==> src/design/bhex_pkg.sv <==
// Shared constants, codes, types and the hex digit function of the Intel HEX encoder.
// Used by bhex_ctrl, bhex_dp and the top level; depends on nothing.
`default_nettype none

package bhex_pkg;

    localparam int RECORD_BYTES = 16;
    localparam int FILL_W       = $clog2(RECORD_BYTES + 1);
    localparam int IDX_W        = (RECORD_BYTES > 2) ? $clog2(RECORD_BYTES) : 1;
    localparam int ADDR_W       = 32;
    localparam int CHAR_W       = 7;

    localparam logic [1:0] WORD_SHIFT_RESET = 2'd2;

    localparam logic [CHAR_W-1:0] CHAR_COLON   = 7'h3A;
    localparam logic [CHAR_W-1:0] CHAR_NEWLINE = 7'h0A;

    // Record kinds.
    localparam logic [1:0] KIND_EXT  = 2'd0;
    localparam logic [1:0] KIND_DATA = 2'd1;
    localparam logic [1:0] KIND_END  = 2'd2;

    // Record types as they appear in the text.
    localparam logic [7:0] REC_TYPE_DATA = 8'h00;
    localparam logic [7:0] REC_TYPE_END  = 8'h01;
    localparam logic [7:0] REC_TYPE_EXT  = 8'h04;
    localparam logic [7:0] EXT_LEN       = 8'h02;

    // Position within a record.
    localparam logic [2:0] PH_COLON = 3'd0;
    localparam logic [2:0] PH_LEN   = 3'd1;
    localparam logic [2:0] PH_AHI   = 3'd2;
    localparam logic [2:0] PH_ALO   = 3'd3;
    localparam logic [2:0] PH_TYPE  = 3'd4;
    localparam logic [2:0] PH_DATA  = 3'd5;
    localparam logic [2:0] PH_CSUM  = 3'd6;
    localparam logic [2:0] PH_NL    = 3'd7;

    typedef struct packed {
        logic       store;     // input transaction taken this cycle
        logic       emit;      // load the output register
        logic [2:0] phase;
        logic [1:0] kind;
        logic       idx_clr;
        logic       idx_inc;
        logic       ext_done;  // record the upper address just announced
        logic       adv_addr;
        logic       clr_fill;
        logic       end_clr;   // image finished: back to the start state
        logic       run_end;
    } bhex_cmd_t;

    typedef struct packed {
        logic full;
        logic fill_nz;
        logic upper_diff;
        logic idx_last;
        logic out_free;
    } bhex_sts_t;

    function automatic logic [CHAR_W-1:0] hex_char(input logic [3:0] nib);
        logic [CHAR_W-1:0] c;
        if (nib < 4'd10) begin
            c = 7'h30 + {3'b000, nib};
        end else begin
            c = 7'h37 + {3'b000, nib};
        end
        return c;
    endfunction

endpackage

`default_nettype wire

==> src/design/bhex_dp.sv <==
// Datapath of the Intel HEX encoder: record buffer, fill count, addresses,
// running checksum, character generation and the output register. Uses bhex_pkg.
`default_nettype none

module bhex_dp (
    input  wire logic                          clk,
    input  wire logic                          rst_n,
    input  wire logic                          cfg_valid,
    input  wire logic [1:0]                    cfg_data,
    input  wire logic [7:0]                    data_byte,
    input  wire logic                          byte_valid,
    input  wire logic                          m_tready,
    input  wire bhex_pkg::bhex_cmd_t           cmd,
    output bhex_pkg::bhex_sts_t                sts,
    output logic                               m_tvalid,
    output logic [bhex_pkg::CHAR_W-1:0]        first_char,
    output logic [bhex_pkg::CHAR_W-1:0]        second_char,
    output logic                               two_chars,
    output logic                               run_end
);
    import bhex_pkg::*;

    localparam logic [FILL_W-1:0] RB_VAL = FILL_W'(RECORD_BYTES);

    logic [7:0]        buf_mem [RECORD_BYTES];
    logic [FILL_W-1:0] fill_reg;
    logic [IDX_W-1:0]  idx_reg;
    logic [ADDR_W-1:0] addr_reg;
    logic [15:0]       last_upper_reg;
    logic [7:0]        sum_reg;
    logic [1:0]        word_shift_reg;

    logic              m_tvalid_reg;
    logic [CHAR_W-1:0] first_reg;
    logic [CHAR_W-1:0] second_reg;
    logic              two_reg;
    logic              last_reg;

    logic [15:0]       upper;
    logic [FILL_W-1:0] nd;
    logic [FILL_W-1:0] adv;
    logic [7:0]        emit_byte;
    logic              is_byte;
    logic [CHAR_W-1:0] single_char;
    logic              do_store;

    assign upper    = addr_reg[ADDR_W-1:16];
    assign nd       = (cmd.kind == KIND_EXT) ? FILL_W'(2) : fill_reg;
    assign adv      = RB_VAL >> word_shift_reg;
    assign do_store = cmd.store && byte_valid && (fill_reg < RB_VAL);

    assign sts.full       = (fill_reg == RB_VAL);
    assign sts.fill_nz    = (fill_reg != '0);
    assign sts.upper_diff = (upper != last_upper_reg);
    assign sts.idx_last   = ((FILL_W'(idx_reg) + FILL_W'(1)) == nd);
    assign sts.out_free   = !m_tvalid_reg || m_tready;

    // Byte or single character that the current record position shows.
    always_comb
    begin
        emit_byte   = 8'h00;
        is_byte     = 1'b1;
        single_char = CHAR_COLON;
        unique case (cmd.phase)
            PH_COLON:
            begin
                is_byte = 1'b0;
            end
            PH_LEN:
            begin
                if (cmd.kind == KIND_EXT) begin
                    emit_byte = EXT_LEN;
                end else if (cmd.kind == KIND_DATA) begin
                    emit_byte = 8'(fill_reg);
                end
            end
            PH_AHI:
            begin
                if (cmd.kind == KIND_DATA) begin
                    emit_byte = addr_reg[15:8];
                end
            end
            PH_ALO:
            begin
                if (cmd.kind == KIND_DATA) begin
                    emit_byte = addr_reg[7:0];
                end
            end
            PH_TYPE:
            begin
                if (cmd.kind == KIND_EXT) begin
                    emit_byte = REC_TYPE_EXT;
                end else if (cmd.kind == KIND_DATA) begin
                    emit_byte = REC_TYPE_DATA;
                end else begin
                    emit_byte = REC_TYPE_END;
                end
            end
            PH_DATA:
            begin
                if (cmd.kind == KIND_EXT) begin
                    emit_byte = (idx_reg == '0) ? upper[15:8] : upper[7:0];
                end else begin
                    emit_byte = buf_mem[idx_reg];
                end
            end
            PH_CSUM:
            begin
                emit_byte = ~sum_reg + 8'd1;
            end
            PH_NL:
            begin
                is_byte     = 1'b0;
                single_char = CHAR_NEWLINE;
            end
            default:
            begin
                is_byte = 1'b0;
            end
        endcase
    end

    always_ff @(posedge clk)
    begin
        if (do_store) begin
            buf_mem[fill_reg[IDX_W-1:0]] <= data_byte;
        end
    end

    always_ff @(posedge clk or negedge rst_n)
    begin
        if (!rst_n) begin
            fill_reg       <= '0;
            idx_reg        <= '0;
            addr_reg       <= '0;
            last_upper_reg <= '0;
            sum_reg        <= '0;
            word_shift_reg <= WORD_SHIFT_RESET;
            m_tvalid_reg   <= 1'b0;
        end else begin
            if (cfg_valid) begin
                word_shift_reg <= cfg_data;
            end
            if (do_store) begin
                fill_reg <= fill_reg + FILL_W'(1);
            end
            if (cmd.idx_clr) begin
                idx_reg <= '0;
            end else if (cmd.idx_inc) begin
                idx_reg <= idx_reg + IDX_W'(1);
            end
            // The checksum covers every byte from length to the last data byte.
            if (cmd.emit) begin
                if (cmd.phase == PH_COLON) begin
                    sum_reg <= '0;
                end else if (is_byte) begin
                    sum_reg <= sum_reg + emit_byte;
                end
            end
            if (cmd.ext_done) begin
                last_upper_reg <= upper;
            end
            if (cmd.adv_addr) begin
                addr_reg <= addr_reg + ADDR_W'(adv);
            end
            if (cmd.clr_fill) begin
                fill_reg <= '0;
            end
            if (cmd.end_clr) begin
                fill_reg       <= '0;
                addr_reg       <= '0;
                last_upper_reg <= '0;
            end
            if (cmd.emit) begin
                m_tvalid_reg <= 1'b1;
            end else if (m_tready) begin
                m_tvalid_reg <= 1'b0;
            end
        end
    end

    always_ff @(posedge clk)
    begin
        if (cmd.emit) begin
            first_reg  <= is_byte ? hex_char(emit_byte[7:4]) : single_char;
            second_reg <= is_byte ? hex_char(emit_byte[3:0]) : '0;
            two_reg    <= is_byte;
            last_reg   <= cmd.run_end;
        end
    end

    assign m_tvalid    = m_tvalid_reg;
    assign first_char  = first_reg;
    assign second_char = second_reg;
    assign two_chars   = two_reg;
    assign run_end     = last_reg;

endmodule

`default_nettype wire

==> src/design/bhex_ctrl.sv <==
// Controller of the Intel HEX encoder: takes input transactions and walks
// each record position by position. Uses bhex_pkg; drives bhex_dp.
`default_nettype none

module bhex_ctrl (
    input  wire logic                clk,
    input  wire logic                rst_n,
    input  wire logic                s_tvalid,
    input  wire logic                s_tlast,
    output logic                     s_tready,
    input  wire bhex_pkg::bhex_sts_t sts,
    output bhex_pkg::bhex_cmd_t      cmd
);
    import bhex_pkg::*;

    localparam logic [1:0] S_IDLE   = 2'd0;
    localparam logic [1:0] S_DECIDE = 2'd1;
    localparam logic [1:0] S_EMIT   = 2'd2;

    logic [1:0] state_reg, state_next;
    logic [2:0] phase_reg, phase_next;
    logic [1:0] kind_reg, kind_next;
    logic       end_reg, end_next;

    assign s_tready = (state_reg == S_IDLE);

    always_comb
    begin
        state_next   = state_reg;
        phase_next   = phase_reg;
        kind_next    = kind_reg;
        end_next     = end_reg;
        cmd          = '0;
        cmd.phase    = phase_reg;
        cmd.kind     = kind_reg;
        unique case (state_reg)
            S_IDLE:
            begin
                if (s_tvalid) begin
                    cmd.store  = 1'b1;
                    end_next   = s_tlast;
                    state_next = S_DECIDE;
                end
            end
            S_DECIDE:
            begin
                phase_next = PH_COLON;
                if (sts.full || (end_reg && sts.fill_nz)) begin
                    kind_next  = sts.upper_diff ? KIND_EXT : KIND_DATA;
                    state_next = S_EMIT;
                end else if (end_reg) begin
                    kind_next  = KIND_END;
                    state_next = S_EMIT;
                end else begin
                    state_next = S_IDLE;
                end
            end
            S_EMIT:
            begin
                if (sts.out_free) begin
                    cmd.emit = 1'b1;
                    unique case (phase_reg)
                        PH_COLON: phase_next = PH_LEN;
                        PH_LEN:   phase_next = PH_AHI;
                        PH_AHI:   phase_next = PH_ALO;
                        PH_ALO:   phase_next = PH_TYPE;
                        PH_TYPE:
                        begin
                            cmd.idx_clr = 1'b1;
                            phase_next  = (kind_reg == KIND_END) ? PH_CSUM : PH_DATA;
                        end
                        PH_DATA:
                        begin
                            if (sts.idx_last) begin
                                phase_next = PH_CSUM;
                            end else begin
                                cmd.idx_inc = 1'b1;
                            end
                        end
                        PH_CSUM:  phase_next = PH_NL;
                        PH_NL:
                        begin
                            phase_next = PH_COLON;
                            if (kind_reg == KIND_EXT) begin
                                cmd.ext_done = 1'b1;
                                kind_next    = KIND_DATA;
                            end else if (kind_reg == KIND_DATA) begin
                                // A partial record keeps its address.
                                cmd.adv_addr = sts.full;
                                cmd.clr_fill = 1'b1;
                                cmd.run_end  = !end_reg;
                                state_next   = S_DECIDE;
                            end else begin
                                cmd.end_clr = 1'b1;
                                cmd.run_end = 1'b1;
                                end_next    = 1'b0;
                                state_next  = S_IDLE;
                            end
                        end
                        default: phase_next = PH_COLON;
                    endcase
                end
            end
            default: state_next = S_IDLE;
        endcase
    end

    always_ff @(posedge clk or negedge rst_n)
    begin
        if (!rst_n) begin
            state_reg <= S_IDLE;
            phase_reg <= PH_COLON;
            kind_reg  <= KIND_DATA;
            end_reg   <= 1'b0;
        end else begin
            state_reg <= state_next;
            phase_reg <= phase_next;
            kind_reg  <= kind_next;
            end_reg   <= end_next;
        end
    end

endmodule

`default_nettype wire

==> src/design/binary_to_intel_hex_encoder.sv <==
// Top level of the Intel HEX encoder: joins the controller and the datapath.
// Depends on bhex_pkg, bhex_ctrl and bhex_dp.
//
// Bytes of a binary image come in one per input transaction (tuser = byte
// valid, tlast = end of image) and leave as Intel HEX text, one or two
// characters per output transaction (tuser = two characters, tlast = last
// result caused by that input). Sixteen bytes fill a data record; end of image
// flushes a partial record and appends the end record. A type 04 record is
// inserted whenever the upper 16 address bits change. The block takes no new
// input until it has finished the records that the last one causes. The
// controller walks one record position per cycle into the output register;
// output stalls pause that walk. The address step per full record is
// 16 >> word_shift.
`default_nettype none

module binary_to_intel_hex_encoder (
    input  wire logic        clk,
    input  wire logic        rst_n,
    input  wire logic        cfg_valid,
    output logic             cfg_ready,
    input  wire logic [1:0]  cfg_data,    // word_shift
    input  wire logic        s_tvalid,
    output logic             s_tready,
    input  wire logic [7:0]  s_tdata,     // [7:0] data_byte
    input  wire logic        s_tuser,     // byte_valid
    input  wire logic        s_tlast,     // end_of_image
    output logic             m_tvalid,
    input  wire logic        m_tready,
    output logic [15:0]      m_tdata,     // [6:0] first_char, [13:7] second_char, [15:14] zero
    output logic             m_tuser,     // two_chars
    output logic             m_tlast      // run_end
);
    import bhex_pkg::*;

    bhex_cmd_t         cmd;
    bhex_sts_t         sts;
    logic [CHAR_W-1:0] first_char;
    logic [CHAR_W-1:0] second_char;

    assign cfg_ready = 1'b1;

    bhex_ctrl u_ctrl (
        .clk      (clk),
        .rst_n    (rst_n),
        .s_tvalid (s_tvalid),
        .s_tlast  (s_tlast),
        .s_tready (s_tready),
        .sts      (sts),
        .cmd      (cmd)
    );

    bhex_dp u_dp (
        .clk         (clk),
        .rst_n       (rst_n),
        .cfg_valid   (cfg_valid),
        .cfg_data    (cfg_data),
        .data_byte   (s_tdata),
        .byte_valid  (s_tuser),
        .m_tready    (m_tready),
        .cmd         (cmd),
        .sts         (sts),
        .m_tvalid    (m_tvalid),
        .first_char  (first_char),
        .second_char (second_char),
        .two_chars   (m_tuser),
        .run_end     (m_tlast)
    );

    assign m_tdata = {2'b00, second_char, first_char};

endmodule

`default_nettype wire

==> config.mk <==
export PLATFORM = sky130hd
export DESIGN_NAME = binary_to_intel_hex_encoder
export DESIGN_NICKNAME = d
export VERILOG_FILES = /design/src/design/bhex_pkg.sv /design/src/design/bhex_dp.sv /design/src/design/bhex_ctrl.sv /design/src/design/binary_to_intel_hex_encoder.sv
export SDC_FILE = /design/constraint.sdc
export NUM_CORES = 1
export LEC_CHECK = 0
export BUFFER_PORTS_ARGS = -buffer_cell sky130_fd_sc_hd__buf_2
export CORE_AREA = 2 2 134 136
export CTS_CLUSTER_DIAMETER = 40
export DETAILED_ROUTE_END_ITERATION = 10
export DIE_AREA = 0 0 136 138
export PLACE_DENSITY = 0.86
export SYNTH_ARGS = -nofsm -noshare
export SYNTH_HDL_FRONTEND = slang
export SYNTH_SLANG_ARGS = --single-unit
==> constraint.sdc <==
create_clock -name clk -period 5.5 [get_ports clk]
set_input_delay 0.55 -clock clk [delete_from_list [all_inputs] [get_ports clk]]
set_output_delay 0.55 -clock clk [all_outputs]
set_load 0.05 [all_outputs]
==> results by group, run 1 <==
Worst setup path
  • Crit end category: flip-flop
  • Crit Path Max Fanout: 25
  • FF-to-FF End: u_dp.sum_reg[7]$_DFFE_PN0P_
  • Worst EP arrival: 4.89 ns
  • Reg2Reg Setup Slack: 1.07 ns
  • Crit Path Category: reg2reg
  • Worst path required time: 5.95 ns
  • Worst r2r path cells: 15
  • Setup crit start kind: flip-flop
  • FF-to-FF Start: u_dp.idx_reg[0]$_DFFE_PN0P_

STA
  • Hold Slack: 0.140 ns
  • Clock Skews: 0.0175 ns
  • Unrepaired setup endpoints after global routing: false
  • Worst Setup Slack, final: 1.07 ns
  • Post-layout min period: 4.43 ns
  • Final hold violation count: 0
  • Worst slew pin tran: 1.14 ns
  • Final Setup Violations: 0
  • Tcrit/Tclk final: 80.6%
  • Max Slew Vio Count: 0
  • Setup_tns: 0 ns
  • F_max: 226 MHz
  • Worst rel slew slack: 23.8%

Final layout
  • Finished Cell Area: 12,000 sq um
  • Inserted Diodes: 0
  • Layout cell share with drive strength beyond 1: 18.2%
  • Final non-filler cell total: 1,092
  • Final core utilization: 68.2%
  • Fin nets: 881
  • Max FFs per register: 128
  • Area Growth Syn to Fin: 13.8%

CTS
  • CTS Buffer Depth: 3
  • Root Driver: clkbuf_16
  • Clk slew on worst S/H paths: 0.06 ns
  • Hold buffers post-CTS: 0
  • H-tree levels: 1
  • TritonCTS buffer count: 30
  • CTS tree: built
  • Clock Latency Late Sink: 0.55 ns
  • Resized cells post-CTS: 0
  • Postcts setup bufs: 0
  • TritonCTS sink count: 219

Job
  • Max-capacitance violation count: 0

Placement
  • Port bufs: 34
  • Worst slack at placement: 1.07 ns
  • DP Cell Count: 1,036
  • Area of placed instances: 10,800 sq um
  • HPWL Detailed: 15,300 microns
  • GP Congestion: 0.900

Floorplanning
  • Die width: 136 microns
  • Die Y: 138 microns
  • Core area: 17,500 sq um
  • Die area: 18,800 sq um
  • Starting Density: 59.9%
  • Io pins: 38
  • Num rows: 49

Power
  • Worst vdd ir: 0.000349 V
  • Int Power: 3.73 mW
  • Clk network pwr share: 40.4%
  • Pwr per Cell Area: 441 nW/um^2
  • Seq pwr share: 39.2%
  • LEAKAGE: 4.57 nW
  • Overall Power: 5.28 mW
  • NetSw: 1.54 mW
  • Sw Share: 29.3%
  • Comb power frac: 20.3%

Yosys
  • Yosys top cell by area: edfxtp_1
  • #FFs+latches synth: 219
  • Syn Std Cell Area: 10,500 sq um
  • Most common cell in the synthesized netlist: edfxtp_1
  • Predominant post-synthesis flop cell: edfxtp_1
  • Number of synthesized flops with an enable pin: 144
  • Mapped Cells: 803
  • Syn avg cell area: 13.1 sq um
  • Most frequent cells after synthesis: edfxtp_1 (144), nor2_1 (81), dfrtp_1 (73)
  • Asr flop ratio synth: 34.2%
  • Dominant cells by area after synthesis: edfxtp_1 (41%), dfrtp_1 (17%), mux4_2 (7.1%), xnor2_1 (3.1%), nor2_1 (2.9%)
  • Yosys warns: 0
  • Top-area cell type share of the netlist area: 41.2%
  • Part of the Yosys area used for sequential elements: 59.0%
  • Count of cell types in the netlist: 70

Drt
  • Routed wire length: 23,700 microns
  • First-pass DRT Iterations: 7
  • WL per Instance: 21.7 microns
  • ANT nets after route: 0
  • DR iter-0 viols: 655
  • DR vias: 6,818
  • DRC: 0
  • DR vias/cell: 6.24

Global route
  • Wire length of the first global-routing pass: 37,900 microns
  • Total gr overflow: 0
  • Gr usage total: 26.2%
  • Vias in the first global route: 6,853
  • Largest net degree at the start of global routing: 76
  • Initial antenna violation count: 0

Run status
  • Outcome: completed

Worst hold path
  • Hold Crit Class: in2async
## how the worst max path moves through the flow
stage                                           start                          end  slack, ns  cells past startpoint
final                     u_dp.idx_reg[0]$_DFFE_PN0P_  u_dp.sum_reg[7]$_DFFE_PN0P_       1.07                     15
after CTS                 u_dp.idx_reg[0]$_DFFE_PN0P_  u_dp.sum_reg[7]$_DFFE_PN0P_       1.04                     15
after global placement    u_dp.idx_reg[0]$_DFFE_PN0P_  u_dp.sum_reg[7]$_DFFE_PN0P_       1.26                     15
after global routing      u_dp.idx_reg[0]$_DFFE_PN0P_  u_dp.sum_reg[7]$_DFFE_PN0P_       0.63                     19
after floorplan           u_dp.idx_reg[1]$_DFFE_PN0P_  u_dp.sum_reg[7]$_DFFE_PN0P_       1.42                     24
after detailed placement  u_dp.idx_reg[0]$_DFFE_PN0P_  u_dp.sum_reg[7]$_DFFE_PN0P_       1.07                     15
## area by class of cell
type,instances,area [sq um]
sequential,219,6200
fill,1189,5580
multi-input combinational,518,3990
clock buffer,34,776
clock inverter,22,347
tap,229,287
timing repair buffer,46,263
inverter,24,90.1
## routing by layer
layer	track usage [%]	routed length, microns	vias up
li1	-	-	3057
met1	35.2	9260	3406
met2	44.9	12200	313
met3	4.58	1710	42
met4	6.03	472	0
met5	0	0	-
## logic make-up after synthesis
group           Yosys count  synth area share (%)
fa+ha+maj                25                  3.12
xor+xnor                 57                  4.75
compound gates          130                  8.28
flops                   219                  59.0
buf+inv                  67                  3.02
simple gates            247                  11.5
mux                      56                  10.3
other cells               2                0.0715
## placed cells by master, fill, tap and decap left out, drive strengths merged, types with 4 or more instances in the layout
cell,n
a211oi,5
a21o,5
a21oi,42
a22o,16
and2,6
and3,11
buf,46
bufinv,8
clkbuf,34
clkinv,9
dfrtp,73
edfxtp,144
ha,23
inv,27
mux2,6
mux2i,11
mux4,39
nand2,62
nand3,18
nand4,7
nor2,83
nor2b,11
nor3,16
nor3b,4
nor4,5
o21ai,24
o22ai,4
o31ai,7
or3,8
xnor2,37
xor2,20
## worst max-delay path, stage by stage (launching register included)
cell and delay (ns):
dfrtp_2 0.86, mux4_1 0.65, mux4_2 0.50, o21ai_1 0.11, and3_1 0.25, inv_1 0.08
ha_1 0.33, a21oi_1 0.19, and2_1 0.18, o31ai_1 0.08, a32oi_1 0.20, a21oi_1 0.12
o41ai_1 0.33, xnor2_1 0.19, a21oi_1 0.09, o22ai_1 0.18
## power by group through the flow
| stage | clock, mW | combinational, mW | sequential (mW) |
|---|---|---|---|
| after CTS | 2.15 | 1.07 | 2.07 |
| after detailed placement | 0 | 1.05 | 2.10 |
| after global routing | 2.23 | 1.16 | 2.09 |
| final | 2.13 | 1.07 | 2.07 |
| after global placement | 0 | 1.02 | 2.09 |
| after floorplan | 0 | 0.868 | 2.02 |
(Power assumes the default switching activity.)
==> inputs of run 2 (changes only) <==
Settings changed: CORE_AREA 2 2 134 136 to 2 2 140 142, DIE_AREA 0 0 136 138 to 0 0 142 144, PLACE_DENSITY 0.86 to 0.84.
Clock period 5.5 ns to 3.7 ns, I/O delays scaled along.
==> run 2 against run 1 <==
The run now ends with setup timing left. Sequential power rose by 41%. Via count increased by 0.59%. Wire length grew 1.2%. Clock-buffer cell count is 3 lower. Final cell count is 3.5% higher. Clock skew fell by 0.0038 ns. Non-clock buffer count is 33 higher. Clock power grew 32%. Die area is 9.0% higher. Sequential cell count is the same. Global-route usage decreased by 2.5 points. Maximum frequency rose by 18%.
==> results by group, run 2 (synthesis results as in run 1) <==
Drt
  • First-pass DRT Iterations: 5
  • ANT nets after route: 0
  • WL per Instance: 21.2 microns
  • DR vias/cell: 6.07
  • DR iter-0 viols: 603
  • DR vias: 6,858
  • Routed wire length: 24,000 microns
  • DRC: 0

STA
  • Unrepaired setup endpoints after global routing: true
  • Clock Skews: 0.0137 ns
  • Post-layout min period: 3.75 ns
  • Worst slew pin tran: 1.05 ns
  • F_max: 267 MHz
  • Worst rel slew slack: 29.8%
  • Tcrit/Tclk final: 101%
  • Final Setup Violations: 3
  • Setup_tns: -0.131 ns
  • Final hold violation count: 0
  • Max Slew Vio Count: 0
  • Worst Setup Slack, final: -0.0494 ns

Worst setup path
  • Crit Path Category: reg2reg
  • CP max stage delay: 0.51 ns
  • FF-to-FF Start: u_dp.idx_reg[0]$_DFFE_PN0P_
  • Setup crit start kind: flip-flop
  • Max stage delay cell, worst path: mux4_2
  • Crit Path Max Fanout: 4
  • Reg2Reg Setup Slack: -0.05 ns
  • Crit end category: flip-flop
  • Cell breakdown of the critical path: buf_12 > mux4_2 > mux4_2 > nor2_4 > a211oi_2 > a211oi_2 > inv_1 > ha_4 > fa_2 > a21oi_2 > a21oi_2 > nor3_2 > nor2_1 > or3_1 > a32o_1
  • Worst EP arrival: 4.16 ns
  • Worst path required time: 4.11 ns
  • Worst r2r path cells: 15
  • Critical Path Start: u_dp.idx_reg[0]$_DFFE_PN0P_
  • FF-to-FF End: u_dp.sum_reg[6]$_DFFE_PN0P_

Floorplanning
  • Die Y: 144 microns
  • Die width: 142 microns
  • Starting Density: 55.1%
  • Num rows: 51
  • Die area: 20,400 sq um
  • Core area: 19,100 sq um
  • Io pins: 38

Power
  • Comb power frac: 25.3%
  • Worst vdd ir: 0.000446 V
  • Seq pwr share: 38.0%
  • Overall Power: 7.70 mW
  • Clk network pwr share: 36.7%
  • Pwr per Cell Area: 631 nW/um^2
  • LEAKAGE: 4.69 nW
  • Int Power: 5.40 mW
  • NetSw: 2.30 mW
  • Sw Share: 29.9%

Final layout
  • Max FFs per register: 128
  • Finished Cell Area: 12,200 sq um
  • Area Growth Syn to Fin: 16.1%
  • Most frequent cells in the layout: edfxtp_1 (144), nor2_1 (80), dfrtp_1 (72)
  • Final non-filler cell total: 1,130
  • Layout cell share with drive strength beyond 1: 22.6%
  • Fin nets: 912
  • Inserted Diodes: 0
  • Most common cell after layout, fill and taps aside: edfxtp_1

Global route
  • Vias in the first global route: 6,818
  • Gr usage total: 23.7%
  • Wire length of the first global-routing pass: 37,100 microns
  • Largest net degree at the start of global routing: 76
  • Initial antenna violation count: 0
  • Total gr overflow: 0

CTS
  • Clk slew on worst S/H paths: 0.06 ns
  • Root Driver: clkbuf_16
  • H-tree levels: 1
  • CTS tree: built
  • TritonCTS sink count: 219
  • CTS Buffer Depth: 3
  • Hold buffers post-CTS: 0
  • Clock Latency Late Sink: 0.53 ns
  • TritonCTS buffer count: 28

Run status
  • Failing checks: setup timing
  • Outcome: finished, violations left

Placement
  • Worst slack at placement: 0.00534 ns
  • GP Congestion: 0.875
  • Port bufs: 34
  • HPWL Detailed: 15,500 microns
  • DP Cell Count: 1,073
  • Area of placed instances: 11,100 sq um

Worst hold path
  • Hold Crit Class: in2async

Job
  • Max-capacitance violation count: 0
run 2: cell types whose count changed in the layout (fill, tap and decap cells not counted), moves of 3 or more:
cell / previous run / this run
a21oi_1: 41 / 38
a21oi_2: 1 / 4
bufinv_16: 8 / 5
buf_4: 13 / 42
run 2: metrics by stage:
step | hold slack [ns] | util [%]
3_5_place_dp | 0.510 | 58.3
6_report | 0.0109 | 64.0
4_1_cts | 0.0317 | 63.5
5_1_grt | 0.0692 | 64.0
3_3_place_gp | 0.503 | 58.3
2_1_floorplan | 0.0744 | -
run 2: how the worst max path moves through the flow:
stage | to | slack [ns]
3_3_place_gp | u_dp.sum_reg[7]$_DFFE_PN0P_ | 0.08
4_1_cts | u_dp.sum_reg[6]$_DFFE_PN0P_ | 0.06
2_1_floorplan | u_dp.sum_reg[7]$_DFFE_PN0P_ | 0.002
6_report | u_dp.sum_reg[6]$_DFFE_PN0P_ | -0.05
3_5_place_dp | u_dp.sum_reg[7]$_DFFE_PN0P_ | 0.005
5_1_grt | u_dp.sum_reg[7]$_DFFE_PN0P_ | -0.18
run 2: layout make-up:
cell class / count / area, sq um
tap: 238 / 298
multi-input combinational: 518 / 4070
clock inverter: 21 / 250
clock buffer: 31 / 733
fill: 1388 / 6880
sequential: 219 / 6200
inverter: 24 / 90.1
timing repair buffer: 79 / 557
run 2: what timing repair did:
action,4_1_cts,5_1_grt
gates cloned,0,1
gates resized for setup,1,11
setup endpoints to repair,1,3
pin swaps,1,12
setup buffers,0,4
run 2: worst max-delay path: cells and delay by family, from the launching register on:
family / cells / cell delay, ns
AOI/OAI and AO/OA: 5 / 0.80
adders and majority gates: 2 / 0.54
buffers and inverters: 2 / 0.24
DFF: 1 / 0.44
muxes: 2 / 0.99
and+or+nand+nor: 4 / 0.62
run 2: power by group through the flow:
| stage | sequential, mW | combinational [mW] | clock [mW] |
|---|---|---|---|
| 6_report | 2.92 | 1.95 | 2.82 |
| 5_1_grt | 2.94 | 2.10 | 2.96 |
| 4_1_cts | 2.92 | 1.87 | 2.86 |
| 3_5_place_dp | 2.96 | 1.84 | 0 |
| 3_3_place_gp | 2.96 | 1.78 | 0 |
| 2_1_floorplan | 3.00 | 1.33 | 0 |
run 2: metal layers:
layer / wire [microns] / GRT usage, %
met1: 9550 / 30.0
met2: 12100 / 41.0
met3: 1410 / 4.34
met4: 947 / 9.00
met5: 0 / 0
==> inputs of run 3 (changes only) <==
Settings changed: CORE_AREA 2 2 140 142 to 2 2 126 159, DIE_AREA 0 0 142 144 to 0 0 128 161, PLACE_DENSITY 0.84 to 0.83, RECOVER_POWER set to 100.
==> run 3 against run 2 <==
The flow finishes with violations (capacitance limit, slew limit, setup timing). Register-to-register slack better by 0.04 ns. Core utilization is 1.0 points lower. Maximum frequency is 1.1% higher. Power is 2.7% lower. Setup slack better by 0.041 ns. Combinational power is 4% lower. Cell area is 1.4% lower. First-iteration DRC count is 22% higher. Hold slack better by 0.064 ns. Clock power is 6% lower. Global-route usage is 0.13 points lower. Wire length is 0.50% higher. Critical path type unchanged. Largest power group unchanged.
==> results by group, run 3 (synthesis results as in run 1) <==
Worst setup path
  • WP buf/inv: 4
  • CP delay by family, top: compound AO/OA/AOI/OAI gates
  • FF-to-FF Start: u_dp.idx_reg[0]$_DFFE_PN0P_
  • Reg2Reg Setup Slack: -0.009 ns
  • Setup crit start kind: flip-flop
  • Crit Path Max Fanout: 10
  • CP max stage delay: 0.44 ns
  • Cell breakdown of the critical path: buf_4 > buf_16 > inv_2 > ha_1 > nor3b_4 > mux2i_1 > a21oi_2 > o21ai_1 > and3_1 > inv_2 > ha_4 > a21oi_4 > and2_4 > o31ai_1 > a32oi_1 > a21oi_2 > o41ai_2 > xnor2_1 > a21oi_1 > o22ai_1
  • Worst r2r path cells: 20
  • Worst EP arrival: 4.16 ns
  • Crit end category: flip-flop
  • Max stage delay cell, worst path: dfrtp_2
  • Crit Path Category: reg2reg
  • FF-to-FF End: u_dp.sum_reg[7]$_DFFE_PN0P_
  • Worst path required time: 4.15 ns

Drt
  • DR iter-0 viols: 733
  • DR vias/cell: 6.14
  • DR vias: 6,923
  • ANT nets after route: 0
  • Routed wire length: 24,100 microns
  • DRC: 0
  • First-pass DRT Iterations: 7
  • WL per Instance: 21.4 microns

STA
  • Final Setup Violations: 1
  • Post-layout min period: 3.71 ns
  • F_max: 270 MHz
  • Worst Setup Slack, final: -0.00875 ns
  • Tcrit/Tclk final: 100%
  • Worst rel slew slack: -30.4%
  • Final hold violation count: 0
  • Unrepaired setup endpoints after global routing: true
  • Worst slew pin tran: 1.96 ns
  • Max Slew Vio Count: 76
  • Clock Skews: 0.0123 ns

Placement
  • GP Congestion: 0.891
  • DP Cell Count: 1,070
  • HPWL Detailed: 15,700 microns
  • Area of placed instances: 11,100 sq um
  • Port bufs: 34

Global route
  • Largest net degree at the start of global routing: 76
  • Initial antenna violation count: 0
  • Wire length of the first global-routing pass: 37,400 microns
  • Total gr overflow: 0
  • Vias in the first global route: 6,811
  • Gr usage total: 23.6%

Floorplanning
  • Core area: 19,100 sq um
  • Io pins: 38
  • Starting Density: 55.0%
  • Die width: 128 microns
  • Die Y: 161 microns
  • Die area: 20,600 sq um
  • Num rows: 57

Job
  • Max-capacitance violation count: 1

Power
  • Worst vdd ir: 0.000461 V
  • Pwr per Cell Area: 622 nW/um^2
  • Overall Power: 7.49 mW
  • Comb power frac: 25.0%
  • Int Power: 5.17 mW
  • Clk network pwr share: 35.6%
  • NetSw: 2.31 mW
  • Sw Share: 30.9%
  • Seq pwr share: 39.4%
  • LEAKAGE: 4.52 nW

Final layout
  • Area Growth Syn to Fin: 14.5%
  • Layout cell share with drive strength beyond 1: 16.9%
  • Final core utilization: 62.9%
  • Finished Cell Area: 12,000 sq um
  • Max FFs per register: 128
  • Fill count: 1,417
  • Final non-filler cell total: 1,128
  • Most common cell after layout, fill and taps aside: edfxtp_1
  • Fin nets: 913
  • Most frequent cells in the layout: edfxtp_1 (144), nor2_1 (81), dfrtp_1 (72)
  • Inserted Diodes: 0

Worst hold path
  • Hold Crit Class: in2reg
  • Hold Path Stages: 2
  • Worst Hold End: u_dp.word_shift_reg[0]$_DFFE_PN0P_
  • Min-delay src: cfg_data[0]

CTS
  • Clock Latency Late Sink: 0.54 ns
  • TritonCTS sink count: 219
  • H-tree levels: 1
  • Clk slew on worst S/H paths: 0.06 ns
  • TritonCTS buffer count: 27
  • CTS tree: built
  • Root Driver: clkbuf_16
  • CTS Buffer Depth: 3
  • Hold buffers post-CTS: 0

Run status
  • Outcome: finished, violations left
  • Failing checks: capacitance limit, slew limit, setup timing
-- run 3: worst max path at each step --
stage	endpoint	cells after the start	start	slack (ns)
after floorplan	u_dp.sum_reg[7]$_DFFE_PN0P_	19	u_dp.idx_reg[0]$_DFFE_PN0P_	0.002
final	u_dp.sum_reg[7]$_DFFE_PN0P_	20	u_dp.idx_reg[0]$_DFFE_PN0P_	-0.009
after global placement	u_dp.sum_reg[7]$_DFFE_PN0P_	16	u_dp.idx_reg[0]$_DFFE_PN0P_	0.05
after detailed placement	u_dp.sum_reg[7]$_DFFE_PN0P_	16	u_dp.idx_reg[0]$_DFFE_PN0P_	-0.01
after global routing	u_dp.sum_reg[7]$_DFFE_PN0P_	20	u_dp.idx_reg[0]$_DFFE_PN0P_	-0.18
after CTS	u_dp.sum_reg[7]$_DFFE_PN0P_	16	u_dp.idx_reg[0]$_DFFE_PN0P_	0.06
-- run 3: layout make-up --
type | count | area (sq um) | share of cell area (%)
Sequential cell | 219 | 6200 | 51.6
Multi-Input combinational cell | 518 | 4050 | 33.7
Clock buffer | 32 | 704 | 5.85
Timing Repair Buffer | 81 | 477 | 3.96
Tap cell | 236 | 295 | 2.45
Clock inverter | 18 | 209 | 1.74
Inverter | 24 | 90.1 | 0.749
-- run 3: through the flow --
stage / setup TNS, ns / hold slack (ns) / setup WS, ns
after global routing: -0.515 / 0.0818 / -0.183
after CTS: 0 / 0.0344 / 0.0606
after floorplan: 0 / 0.0744 / 0.00167
after global placement: 0 / 0.503 / 0.0549
after detailed placement: -0.0116 / 0.506 / -0.0116
final: -0.00875 / 0.0748 / -0.00875
-- run 3: what timing repair did --
item,CTS,global route
pin swaps,1,9
gates resized for setup,2,7
endpoints found under the setup margin,1,3
cloned,1,0
setup buffers,1,6
endpoints found under the hold margin,0,0
-- run 3: power by group through the flow --
stage                     logic, mW  clock network, mW  registers, mW
final                          1.87               2.66           2.95
after global routing           2.01               2.79           2.96
after CTS                      1.86               2.69           2.94
after detailed placement       1.80                  0           2.99
after global placement         1.76                  0           2.98
after floorplan                1.33                  0           3.00
-- run 3: per-layer routing --
layer  GRT usage (%)  wire length, microns  up-vias
met4            10.3                  1030        0
met2            40.3                 12400      292
met1            29.9                  9160     3428
li1                -                     -     3128
met5               0                     0        -
met3            3.68                  1470       75
